## config.mk

```make
export PLATFORM = sky130hd
export DESIGN_NAME = contiguous_page_allocator_unit_flat
export DESIGN_NICKNAME = d
export VERILOG_FILES = /design/src/rtl/core/cpa_pkg.sv /design/src/rtl/core/cpa_if.sv /design/src/rtl/core/contiguous_page_allocator_unit.sv /design/src/rtl/core/cpa_cell.sv /design/src/flat_wrapper.sv
export SDC_FILE = /design/constraint.sdc
export NUM_CORES = 2
export LEC_CHECK = 0
export ABC_CLOCK_PERIOD_IN_PS = 6000
export BUFFER_PORTS_ARGS = -buffer_cell sky130_fd_sc_hd__buf_2
export CAP_MARGIN = 15
export CORE_MARGIN = 2
export CORE_UTILIZATION = 45
export CTS_CLUSTER_DIAMETER = 50
export DETAILED_ROUTE_END_ITERATION = 12
export MAX_ROUTING_LAYER = met4
export PLACE_DENSITY = 0.71
export RECOVER_POWER = 25
export SLEW_MARGIN = 0
export SYNTH_ARGS = -nofsm -noshare
export SYNTH_HDL_FRONTEND = slang
export SYNTH_SLANG_ARGS = --single-unit
```

## constraint.sdc

```tcl
create_clock -name clk_i -period 6 [get_ports clk_i]
set_input_delay 0.6 -clock clk_i [delete_from_list [all_inputs] [get_ports clk_i]]
set_output_delay 0.6 -clock clk_i [all_outputs]
set_load 0.005 [all_outputs]
```

## src/rtl/core/cpa_pkg.sv

```systemverilog
// ----------------------------------------------------------------------------
// Contiguous page allocator package
// Shared field widths, command and status codes, descriptor flag bits and register indices.
// ----------------------------------------------------------------------------
package cpa_pkg;

  localparam int unsigned AddrW  = 32;
  localparam int unsigned CountW = 11;
  localparam int unsigned StatW  = 2;
  localparam int unsigned FlagW  = 2;

  typedef enum logic {
    CMD_ALLOC = 1'b0,
    CMD_FREE  = 1'b1
  } cmd_e;

  typedef enum logic [StatW-1:0] {
    ST_OK       = 2'd0,
    ST_NO_SPACE = 2'd1,
    ST_BAD      = 2'd2
  } status_e;

  localparam int unsigned FlagTakenBit = 0;
  localparam int unsigned FlagLastBit  = 1;

  typedef logic [FlagW-1:0] flags_t;

  localparam flags_t FlagNone  = 2'b00;
  localparam flags_t FlagTaken = 2'b01;
  localparam flags_t FlagLast  = 2'b10;

  typedef enum logic [0:0] {
    REG_HEAP_BASE  = 1'b0,
    REG_PAGE_TOTAL = 1'b1
  } reg_idx_e;

endpackage

```

## src/rtl/core/cpa_if.sv

```systemverilog
// ----------------------------------------------------------------------------
// Contiguous page allocator channels
// Request and response valid/ready channels with their payloads.
// ----------------------------------------------------------------------------
interface cpa_req_if;
  logic        valid;
  logic        ready;
  logic        command;
  logic [10:0] page_count;
  logic [31:0] address;

  modport source (output valid, command, page_count, address, input ready);
  modport sink   (input valid, command, page_count, address, output ready);
endinterface

interface cpa_rsp_if;
  logic        valid;
  logic        ready;
  logic [31:0] block_address;
  logic [1:0]  status;

  modport source (output valid, block_address, status, input ready);
  modport sink   (input valid, block_address, status, output ready);
endinterface

```

## src/rtl/core/contiguous_page_allocator_unit.sv

```systemverilog
// ----------------------------------------------------------------------------
// Contiguous page allocator unit
// First-fit allocator over a ring of page descriptor cells.
// ----------------------------------------------------------------------------
// A request transaction carries a command (allocate or free), a page count
// and an address; each one yields exactly one response transaction with a
// block address and a status. heap_base and page_total must be written over
// the APB port only while the unit is idle; the unit does not enforce this.
// The descriptors sit in a ring of MAX_PAGES cells that rotates by one cell
// per cycle past a single inspection point while a request is in progress.
// An allocation takes one search pass and, if a run is found, one marking
// pass. A free takes one pass. Bad requests and oversized counts answer
// with a response registered in the cycle after acceptance.
// One request is handled at a time; a new request is taken once the previous
// response has left the output register. When the receiver stalls, the
// response is held and no further request is taken.
// Reset clears every descriptor and both registers at once.
// ----------------------------------------------------------------------------
module contiguous_page_allocator_unit #(
  parameter int unsigned MAX_PAGES  = 1024,
  parameter int unsigned PAGE_SHIFT = 12
) (
  input  logic         clk_i,
  input  logic         rst_ni,
  cpa_req_if.sink      req_i,
  cpa_rsp_if.source    rsp_o,
  input  logic         psel,
  input  logic         penable,
  input  logic         pwrite,
  input  logic [2:0]   paddr,
  input  logic [31:0]  pwdata,
  output logic [31:0]  prdata,
  output logic         pready
);
  import cpa_pkg::*;

  localparam int unsigned IdxW = (MAX_PAGES > 1) ? $clog2(MAX_PAGES) : 1;
  localparam int unsigned RunW = $clog2(MAX_PAGES + 1);
  localparam logic [IdxW-1:0] LastIdx = IdxW'(MAX_PAGES - 1);

  typedef enum logic [3:0] {
    S_IDLE   = 4'b0001,
    S_SEARCH = 4'b0010,
    S_MARK   = 4'b0100,
    S_FREE   = 4'b1000
  } state_e;

  state_e            state_q, state_d;
  logic [31:0]       heap_base_q;
  logic [10:0]       page_total_q;
  logic [IdxW-1:0]   ctr_q, ctr_d;
  logic [RunW-1:0]   run_q, run_d;
  logic              found_q, found_d;
  logic              walk_q, walk_d;
  logic [IdxW-1:0]   start_q, start_d;
  logic [IdxW-1:0]   end_q, end_d;
  logic [10:0]       count_q, count_d;
  logic              out_valid_q, out_valid_d;
  logic [31:0]       out_addr_q, out_addr_d;
  logic [1:0]        out_stat_q, out_stat_d;

  flags_t            ring [MAX_PAGES];
  flags_t            head, tail;
  logic              shift;

  logic [31:0]       managed;
  logic [31:0]       offset;
  logic [31:0]       off_idx;
  logic              free_bad;
  logic              req_fire;
  logic              ctr_in_range;
  logic              at_end;

  assign pready = 1'b1;
  assign prdata = (paddr[2] == REG_PAGE_TOTAL) ? {21'd0, page_total_q} : heap_base_q;

  always_ff @(posedge clk_i or negedge rst_ni) begin
    if (!rst_ni) begin
      heap_base_q  <= '0;
      page_total_q <= '0;
    end else if (psel && penable && pwrite) begin
      if (paddr[2] == REG_PAGE_TOTAL) begin
        page_total_q <= pwdata[10:0];
      end else begin
        heap_base_q <= pwdata;
      end
    end
  end

  assign shift = (state_q != S_IDLE);
  assign head  = ring[0];

  for (genvar k = 0; k < MAX_PAGES; k++) begin : g_cell
    flags_t nxt;
    if (k == MAX_PAGES - 1) begin : g_tail
      assign nxt = tail;
    end else begin : g_mid
      assign nxt = ring[k+1];
    end
    cpa_cell u_cell (
      .clk_i   (clk_i),
      .rst_ni  (rst_ni),
      .shift_i (shift),
      .flags_i (nxt),
      .flags_o (ring[k])
    );
  end

  assign managed  = (32'(page_total_q) > 32'(MAX_PAGES)) ? 32'(MAX_PAGES)
                                                         : 32'(page_total_q);
  assign offset   = req_i.address - heap_base_q;
  assign off_idx  = offset >> PAGE_SHIFT;
  assign free_bad = (req_i.address == 32'd0) || (req_i.address < heap_base_q) ||
                    ((offset & ((32'd1 << PAGE_SHIFT) - 32'd1)) != 32'd0) ||
                    (off_idx >= managed);

  assign req_i.ready   = (state_q == S_IDLE) && !out_valid_q;
  assign req_fire      = req_i.valid && req_i.ready;
  assign rsp_o.valid   = out_valid_q;
  assign rsp_o.block_address = out_addr_q;
  assign rsp_o.status  = out_stat_q;

  assign ctr_in_range = 32'(ctr_q) < managed;
  assign at_end       = (ctr_q == LastIdx);

  always_comb begin
    state_d     = state_q;
    ctr_d       = ctr_q;
    run_d       = run_q;
    found_d     = found_q;
    walk_d      = walk_q;
    start_d     = start_q;
    end_d       = end_q;
    count_d     = count_q;
    out_valid_d = out_valid_q;
    out_addr_d  = out_addr_q;
    out_stat_d  = out_stat_q;
    tail        = head;

    if (rsp_o.valid && rsp_o.ready) begin
      out_valid_d = 1'b0;
    end

    unique case (state_q)
      S_IDLE: begin
        if (req_fire) begin
          ctr_d   = '0;
          run_d   = '0;
          found_d = 1'b0;
          count_d = req_i.page_count;
          if (req_i.command == CMD_ALLOC) begin
            if (req_i.page_count == 11'd0) begin
              out_valid_d = 1'b1;
              out_addr_d  = '0;
              out_stat_d  = ST_BAD;
            end else if (32'(req_i.page_count) > managed) begin
              out_valid_d = 1'b1;
              out_addr_d  = '0;
              out_stat_d  = ST_NO_SPACE;
            end else begin
              state_d = S_SEARCH;
            end
          end else begin
            if (free_bad) begin
              out_valid_d = 1'b1;
              out_addr_d  = '0;
              out_stat_d  = ST_BAD;
            end else begin
              start_d = IdxW'(off_idx);
              walk_d  = 1'b1;
              state_d = S_FREE;
            end
          end
        end
      end
      S_SEARCH: begin
        if (ctr_in_range && !found_q) begin
          if (head[FlagTakenBit]) begin
            run_d = '0;
          end else begin
            run_d = run_q + RunW'(1);
            if (32'(run_q) + 32'd1 == 32'(count_q)) begin
              found_d = 1'b1;
              end_d   = ctr_q;
              start_d = IdxW'(32'(ctr_q) + 32'd1 - 32'(count_q));
            end
          end
        end
        ctr_d = at_end ? '0 : ctr_q + IdxW'(1);
        if (at_end) begin
          if (found_d) begin
            state_d = S_MARK;
          end else begin
            state_d     = S_IDLE;
            out_valid_d = 1'b1;
            out_addr_d  = '0;
            out_stat_d  = ST_NO_SPACE;
          end
        end
      end
      S_MARK: begin
        if (ctr_q >= start_q && ctr_q <= end_q) begin
          tail = (ctr_q == end_q) ? (FlagTaken | FlagLast) : FlagTaken;
        end
        ctr_d = at_end ? '0 : ctr_q + IdxW'(1);
        if (at_end) begin
          state_d     = S_IDLE;
          out_valid_d = 1'b1;
          out_addr_d  = heap_base_q + (32'(start_q) << PAGE_SHIFT);
          out_stat_d  = ST_OK;
        end
      end
      S_FREE: begin
        if (walk_q && ctr_q >= start_q) begin
          if (head[FlagTakenBit]) begin
            tail = FlagNone;
            if (head[FlagLastBit]) begin
              walk_d = 1'b0;
            end
          end else begin
            walk_d = 1'b0;
          end
        end
        ctr_d = at_end ? '0 : ctr_q + IdxW'(1);
        if (at_end) begin
          state_d     = S_IDLE;
          walk_d      = 1'b0;
          out_valid_d = 1'b1;
          out_addr_d  = '0;
          out_stat_d  = ST_OK;
        end
      end
      default: begin
        state_d = S_IDLE;
      end
    endcase
  end

  always_ff @(posedge clk_i or negedge rst_ni) begin
    if (!rst_ni) begin
      state_q     <= S_IDLE;
      ctr_q       <= '0;
      run_q       <= '0;
      found_q     <= 1'b0;
      walk_q      <= 1'b0;
      out_valid_q <= 1'b0;
    end else begin
      state_q     <= state_d;
      ctr_q       <= ctr_d;
      run_q       <= run_d;
      found_q     <= found_d;
      walk_q      <= walk_d;
      out_valid_q <= out_valid_d;
    end
  end

  always_ff @(posedge clk_i) begin
    start_q    <= start_d;
    end_q      <= end_d;
    count_q    <= count_d;
    out_addr_q <= out_addr_d;
    out_stat_q <= out_stat_d;
  end

endmodule

```

## src/rtl/core/cpa_cell.sv

```systemverilog
// ----------------------------------------------------------------------------
// Page descriptor cell
// Holds the flags of one page and takes its neighbour's flags on each shift.
// ----------------------------------------------------------------------------
module cpa_cell (
  input  logic            clk_i,
  input  logic            rst_ni,
  input  logic            shift_i,
  input  cpa_pkg::flags_t flags_i,
  output cpa_pkg::flags_t flags_o
);
  import cpa_pkg::*;

  flags_t flags_q;

  always_ff @(posedge clk_i or negedge rst_ni) begin
    if (!rst_ni) begin
      flags_q <= FlagNone;
    end else if (shift_i) begin
      flags_q <= flags_i;
    end
  end

  assign flags_o = flags_q;

endmodule
```

## src/flat_wrapper.sv

```systemverilog
// flat-port wrapper written by rule: the top's interface ports become plain ports
module contiguous_page_allocator_unit_flat import cpa_pkg::*;
#(
  parameter int unsigned MAX_PAGES  = 1024,
  parameter int unsigned PAGE_SHIFT = 12
)
  (clk_i, rst_ni, psel, penable, pwrite, paddr, pwdata, prdata, pready, req_i_valid, req_i_command, req_i_page_count, req_i_address, req_i_ready, rsp_o_valid, rsp_o_block_address, rsp_o_status, rsp_o_ready);
  cpa_req_if req_i_i ();
  cpa_rsp_if rsp_o_i ();
  input  logic clk_i;
  input  logic rst_ni;
  input  logic psel;
  input  logic penable;
  input  logic pwrite;
  input  logic [2:0] paddr;
  input  logic [31:0] pwdata;
  output logic [31:0] prdata;
  output logic pready;
  input wire logic [$bits(req_i_i.valid)-1:0] req_i_valid;
  input wire logic [$bits(req_i_i.command)-1:0] req_i_command;
  input wire logic [$bits(req_i_i.page_count)-1:0] req_i_page_count;
  input wire logic [$bits(req_i_i.address)-1:0] req_i_address;
  output wire logic [$bits(req_i_i.ready)-1:0] req_i_ready;
  output wire logic [$bits(rsp_o_i.valid)-1:0] rsp_o_valid;
  output wire logic [$bits(rsp_o_i.block_address)-1:0] rsp_o_block_address;
  output wire logic [$bits(rsp_o_i.status)-1:0] rsp_o_status;
  input wire logic [$bits(rsp_o_i.ready)-1:0] rsp_o_ready;
  assign req_i_i.valid = req_i_valid;
  assign req_i_i.command = req_i_command;
  assign req_i_i.page_count = req_i_page_count;
  assign req_i_i.address = req_i_address;
  assign req_i_ready = req_i_i.ready;
  assign rsp_o_valid = rsp_o_i.valid;
  assign rsp_o_block_address = rsp_o_i.block_address;
  assign rsp_o_status = rsp_o_i.status;
  assign rsp_o_i.ready = rsp_o_ready;
  contiguous_page_allocator_unit #(.MAX_PAGES(MAX_PAGES), .PAGE_SHIFT(PAGE_SHIFT)) u_core (.clk_i(clk_i), .rst_ni(rst_ni), .req_i(req_i_i), .rsp_o(rsp_o_i), .psel(psel), .penable(penable), .pwrite(pwrite), .paddr(paddr), .pwdata(pwdata), .prdata(prdata), .pready(pready));
endmodule
```

# [Yosys cells after proc, flatten, opt, wreduce, memory -nomap -nowiden]
# Index checks and enable logic that the tools add are counted.
[word_totals] in_bits=86 ramBits=0 elab_cells=1187 latchBits=0 ff_bits=2184 out_inout_bits=69 romBits=0 memories=0
[op_classes] n_div=0 eq_ne=26 addsub=7 bitwise_logic=2 multipliers=0 reduce_logical=35 n_lt_le_gt_ge=7 mux=73 shift=0
[ops] cell="$mux W32" count=10
[ops] cell="$pmux W32 S4" count=1
[ops] cell="$mux W10" count=8
[ops] cell="$mux W11" count=4
[ops] cell="$pmux W10 S2" count=2
[ops] cell="$add A32 B22 Y32" count=1
[ops] cell="$ge A20 B32 Y1" count=1
[ops] cell="$gt A11 B32 Y1" count=1
[ops] cell="$logic_not A32 Y1" count=1
[ops] cell="$lt A10 B32 Y1" count=1
[ops] cell="$lt A32 B32 Y1" count=1
[ops] cell="$reduce_bool A32 Y1" count=1
[ops] cell="$sub A32 B32 Y32" count=1
[ops] cell="$mux W4" count=7
[ops] cell="$mux W2" count=12
[ops] cell="$pmux W11 S2" count=1
[ops] cell="$mux W1" count=21
[ops] cell="$add A10 B1 Y10 const B" count=2
[ops] cell="$ne A2 B1 Y1 const B" count=7
[ops] cell="$reduce_and A7 Y1" count=2
[ops] cell="$add A11 B1 Y12 const B" count=1
[ops] cell="$eq A12 B11 Y1" count=1
[ops] cell="$pmux W4 S3" count=1
[ops] cell="$reduce_and A6 Y1" count=2
[ops] cell="other kinds (37)" count=60

# [Depth between registers and ports, before layout]
[depth] word_depth=9 ltp_mapped=24 mapped_depth_nobuf=24

# [Hierarchy]
# A second synthesis with hierarchy kept.
[hier_totals] cells_unflattened=5173 area_unflattened_um2=84383.4
[modules_own_cells] module="cpa_cell" seq_area_each_um2=50.0 cells_each=4 n_inst=1024 area_per_inst_um2=72.6
[modules_own_cells] module="contiguous_page_allocator_unit" seq_area_each_um2=3729.8 cells_each=1077 n_inst=1 area_per_inst_um2=10072.2

# [Least setup slack after synthesis]
# No wires, ideal clock.
[synth_timing] path_kind="input port to flip-flop" from="input port req_i_address[0]" to="register u_core.out_addr_q[0], in the netlist u_core.rsp_o.block_address[0], enable pin" arrival_time_ps=5339 setup_ps=404 n_path_buf=0 stages=24 required_ps=5596 slack_ps=257 cell_sequence="inv_1 -> ha_1 -> fa_1 -> nand2b_1 -> a211oi_1 -> o211a_1 -> o311ai_1 -> and2_1 -> nor2_1 -> nor2_1 -> o21ai_0 -> a21oi_1 -> xnor2_1 -> ha_1 -> and3b_1 -> nand4_1 -> nor4_1 -> nand4_1 -> nor4b_1 -> nand4_1 -> or4_1 -> nor4_1 -> nor2_1 -> o211a_1"
[synth_via] elab_chain_len=6 word_cells_on_any_way=10 cone_classes="add/sub: 1; order compare: 2; eq/ne: 1; reduce/logical: 6"
[synth_rtl] item="start: declaration" line_no="flat_wrapper.sv:22" rtl="input wire logic [$bits(req_i_i.address)-1:0] req_i_address;"
[synth_rtl] item="branches (longest 3 deep; another with $sub A32 B32 Y32)"
[synth_rtl] item="$logic_or A1 B1 Y1 (*)" line_no="contiguous_page_allocator_unit.sv:114" rtl="((offset & ((32'd1 << PAGE_SHIFT) - 32'd1)) != 32'd0) ||"
[synth_rtl] item="$ne A3 B2 Y1 (no line) (*)"
[synth_rtl] item="$reduce_and A8 Y1 (no line) (*)"
[synth_rtl] item="end signal: assignment" line_no="contiguous_page_allocator_unit.sv:261" rtl="out_addr_q <= out_addr_d;"
[synth_rtl] item="end: declaration" line_no="contiguous_page_allocator_unit.sv:59" rtl="logic [31:0] out_addr_q, out_addr_d;"
# Every way passes the cells marked *.
# A chain may end at the register's enable or synchronous reset.

# [Final worst setup path]
[layout_timing] from="register u_core.heap_base_q[7]" to="register u_core.out_addr_q[2], in the netlist u_core.rsp_o.block_address[2], enable pin"
[layout_via] elab_chain_len=6 word_cells_on_any_way=9 cone_classes="add/sub: 1; order compare: 2; eq/ne: 1; reduce/logical: 5"
[layout_rtl] item="start: declaration" line_no="contiguous_page_allocator_unit.sv:49" rtl="logic [31:0] heap_base_q;"
[layout_rtl] item="start signal: assignment" line_no="contiguous_page_allocator_unit.sv:85" rtl="heap_base_q <= pwdata;"
[layout_rtl] item="branches (longest 3 deep; another with $sub A32 B32 Y32)"
[layout_rtl] item="$logic_or A1 B1 Y1 (*)" line_no="contiguous_page_allocator_unit.sv:114"
[layout_rtl] item="$ne A3 B2 Y1 (no line) (*)"
[layout_rtl] item="$reduce_and A8 Y1 (no line) (*)"
# Marked as above.

==> metrics.md <==
| Metric | Value |
|---|---|
| Global-route wire length before repair | 284000 microns |
| Vias after detailed routing | roughly 60000 |
| Crit share post-route | between 90% and 100% |
| DP Area | around 90000 sq um |
| Die Y | ~440 microns |
| Final Max Tran Viols | about 420 |
| Arr. time, crit path | approximately 6.3 ns |
| P&R area growth vs syn | 13.6% |
| Max Cap Violations | 7 |
| Pwr dens | approximately 350 nW/um^2 |
| Main synth FF type | dfrtp_1 |
| Count leader, synth | nand2_1 |
| Total Nets Final | roughly 10000 |
| FILL cells | ~17000 |
| Fin area | 98300 sq um |
| Layout cells sized above 1 | 7.20% |
| Final setup vio count | 0 |
| Synthesized instance count | approximately 9800 |
| DRT Pass-1 Iters | 6 |
| Hold path cells | 2 |
| Top post-synthesis cells by area | dfrtp_1, nand2_1, edfxtp_1 |
| Hold crit path type | input port to register |
| # H-tree levels | 4 |
| Core ar. | roughly 190000 sq um |
| Die Wd | roughly 440 microns |
| Max Clock Freq | approximately 170 MHz |
| Dominant cell type by area after synthesis | dfrtp_1 |
| GRT Total Usage | 17.4% |
| Slew HR | -169% |
| Slack of the critical path | ~0.24 ns |
| Area of the die | roughly 200000 sq um |
| CP Max Fanout | 32 |
| Vias in the first global route | between 50000 and 60000 |
| Area share of the largest cell type after synthesis | between 60% and 70% |
| I/O Buffers | 151 |
| Hpwl dp | around 98000 microns |
| DR DRC count | 0 |
| Max IR drop VDD | between 0.3 and 0.4 mV |
| Final Hold Fails | 0 |
| Rows | 160 |
| Worst Tran Pin Value | around 4 ns |
| M1 WL | 77000 microns |
| 1st-iter DRT viols | just under 6000 |
| Starting Density | approximately 45% |
| Final worst clock skew | about 0.034 ns |
| Global route overflow | 0 |
| Post-synth cell types | 73 |
| Seq/Total Area, Yosys | ~64% |
| Wirelength, routed | 164000 microns |
| Worst skew pair latency | around 0.84 ns |
| Crit path capture type | register |
| Routed length on met2 | 76200 microns |
| Final min period | roughly 5.8 ns |
| EDFF count, synth | 65 |
| Hold_ws | approximately 0.087 ns |
| Startpoint Class | register |
| GP Congestion | between 0.8 and 0.9 |
| RSZ-0062 raised after global routing | no |
| Average wire per standard cell | between 10 and 15 microns |
| Slowest cell delay on critical path | 0.51 ns |
| Async S/R FF share, synth | 97.0% |
| Routed wl met3 | roughly 7200 microns |
| CTS buffer count | between 200 and 250 |
| Required @ worst endpoint | between 6 and 7 ns |
| IO Pins | around 160 |
| Largest net degree at the start of global routing | about 250 |
| CTS Sinks | about 2200 |
| Antenna violations before repair | 2 |
| Detail Route Antenna Nets | 0 |
| Pleak | ~56 nW |
| Area used by multi-input combinational logic | approximately 29000 sq um |
| Clock slew at reported path FFs | roughly 0.060 ns |
| Worst R2R Path Depth | 25 |
| Crit-path slowest cell | or4_4 |
| Via density | about 4.8 |
| Warnings from Yosys | 0 |
| Mapped cell area | slightly below 90000 sq um |
| Critical path class | register to register |
| Status | complete, but fails checks |
| Uppermost layer routed | met4 |
| Failing checks | capacitance limit, slew limit |
| Synth Register Bits | 2184 |
| CTS Buffer Depth | 3 |
| Synthesized Nets | 10000 |
| Sequential standard cell area | approximately 55000 sq um |
| CTS tree | done |
| Worst slack at placement | -0.815 ns |
| Syn Area/Cell | 8.82 sq um |
| Root buffer cell | clkbuf_16 |
| Synth cell count leaders | nand2_1, dfrtp_1, clkbuf_1 |
[cell usage in the layout (no fill, tap or decap), types with 65 or more instances in the layout]
master / n
edfxtp_1: 65
buf_2: 127
nand2_1: 6231
o21ai_0: 87
ha_1: 111
clkbuf_16: 222
dfrtp_1: 2118
buf_4: 115
nor2_1: 118
inv_1: 94
[worst max-delay path, delay by kind of cell (launching register included)]
kind | cells | cell delay (ns)
buffers and inverters | 4 | 0.65
adders and majority gates | 2 | 0.52
and+or+nand+nor | 7 | 1.44
AOI/OAI and AO/OA | 11 | 2.35
DFF | 1 | 0.37
xor gates and xnor gates | 1 | 0.15
[stage by stage]
stage | power, mW | instances | setup TNS [ns] | utilization (%)
after floorplan | 19.0 | 9816 | 0 | -
after global placement | 20.7 | 12100 | -36.44 | 47.3
after detailed placement | 20.7 | 12100 | -32.57 | 47.3
after CTS | 35.2 | 12600 | 0 | 51.6
after global routing | 36.4 | 12600 | 0 | 51.6
final | 34.8 | 12600 | 0 | 51.6
[metal layers]
layer	vias to the layer above	track usage [%]
met5	-	-
met4	0	4.78
met3	243	2.88
met2	1032	26.4
met1	29500	24.2
li1	30200	-
[power by group]
group | internal (mW) | switching (mW) | leakage, nW
combinational | 1.10 | 4.19 | 21.6
clock | 8.49 | 5.81 | 3.87
sequential | 15.1 | 0.146 | 30.1
[timing repair]
action,4_1_cts,5_1_grt
setup buffers,0,2
endpoints found under the hold margin,154,0
pin swaps,0,4
hold buffers,39,0
setup endpoints to repair,46,36
resized for setup,5,13
[state kept, by name (all words and copies together), names as in the netlist]
signal and flops:
u_core.run_q 11, u_core.rsp_o.status 2, u_core.count_q 11, u_core.found_q 1, u_core.state_q 4, u_core.page_total_q 11, u_core.g_cell.u_cell.flags_o 2048, u_core.rsp_o.valid 1
u_core.rsp_o.block_address 32, u_core.ctr_q 10, u_core.start_q 10, u_core.walk_q 1, u_core.heap_base_q 32, u_core.end_q 10
[area by class of cell]
type / instances / share of cell area (%)
multi-input cells: 7045 / 29.9
clock inverters: 101 / 1.35
flip-flops and latches: 2184 / 55.9
diodes: 1 / 0.00255
clock buffers: 309 / 6.60
inverters: 94 / 0.359
well taps: 2511 / 3.20
repair buffers: 342 / 2.61
[cell families after synthesis]
| kind of cell | share of synthesized area, % |
|---|---|
| AO/OA/AOI/OAI | 2.11 |
| XOR/XNOR | 0.547 |
| adder cells (fa/ha/maj) | 1.69 |
| buffers and inverters | 2.57 |
| flip-flops | 63.5 |
| multiplexers | 0.695 |
| other | 0.00433 |
| AND/OR/NAND/NOR | 28.8 |
[worst paths after layout]
check,start,to,slack (ns)
max,u_core.heap_base_q[7],u_core.rsp_o.block_address[2],0.24
min,pwdata[4],u_core.page_total_q[4],0.09
max reg2reg,u_core.heap_base_q[7],u_core.rsp_o.block_address[2],0.24
min reg2reg,u_core.g_cell[540].u_cell.flags_o[0],u_core.g_cell[539].u_cell.flags_o[0],0.45
max in group asynchronous,rst_ni,u_core.g_cell[331].u_cell.flags_o[1],0.85
min in group asynchronous,rst_ni,u_core.g_cell[931].u_cell.flags_o[1],1.66
No activity file was read; power rests on OpenSTA's default activity.
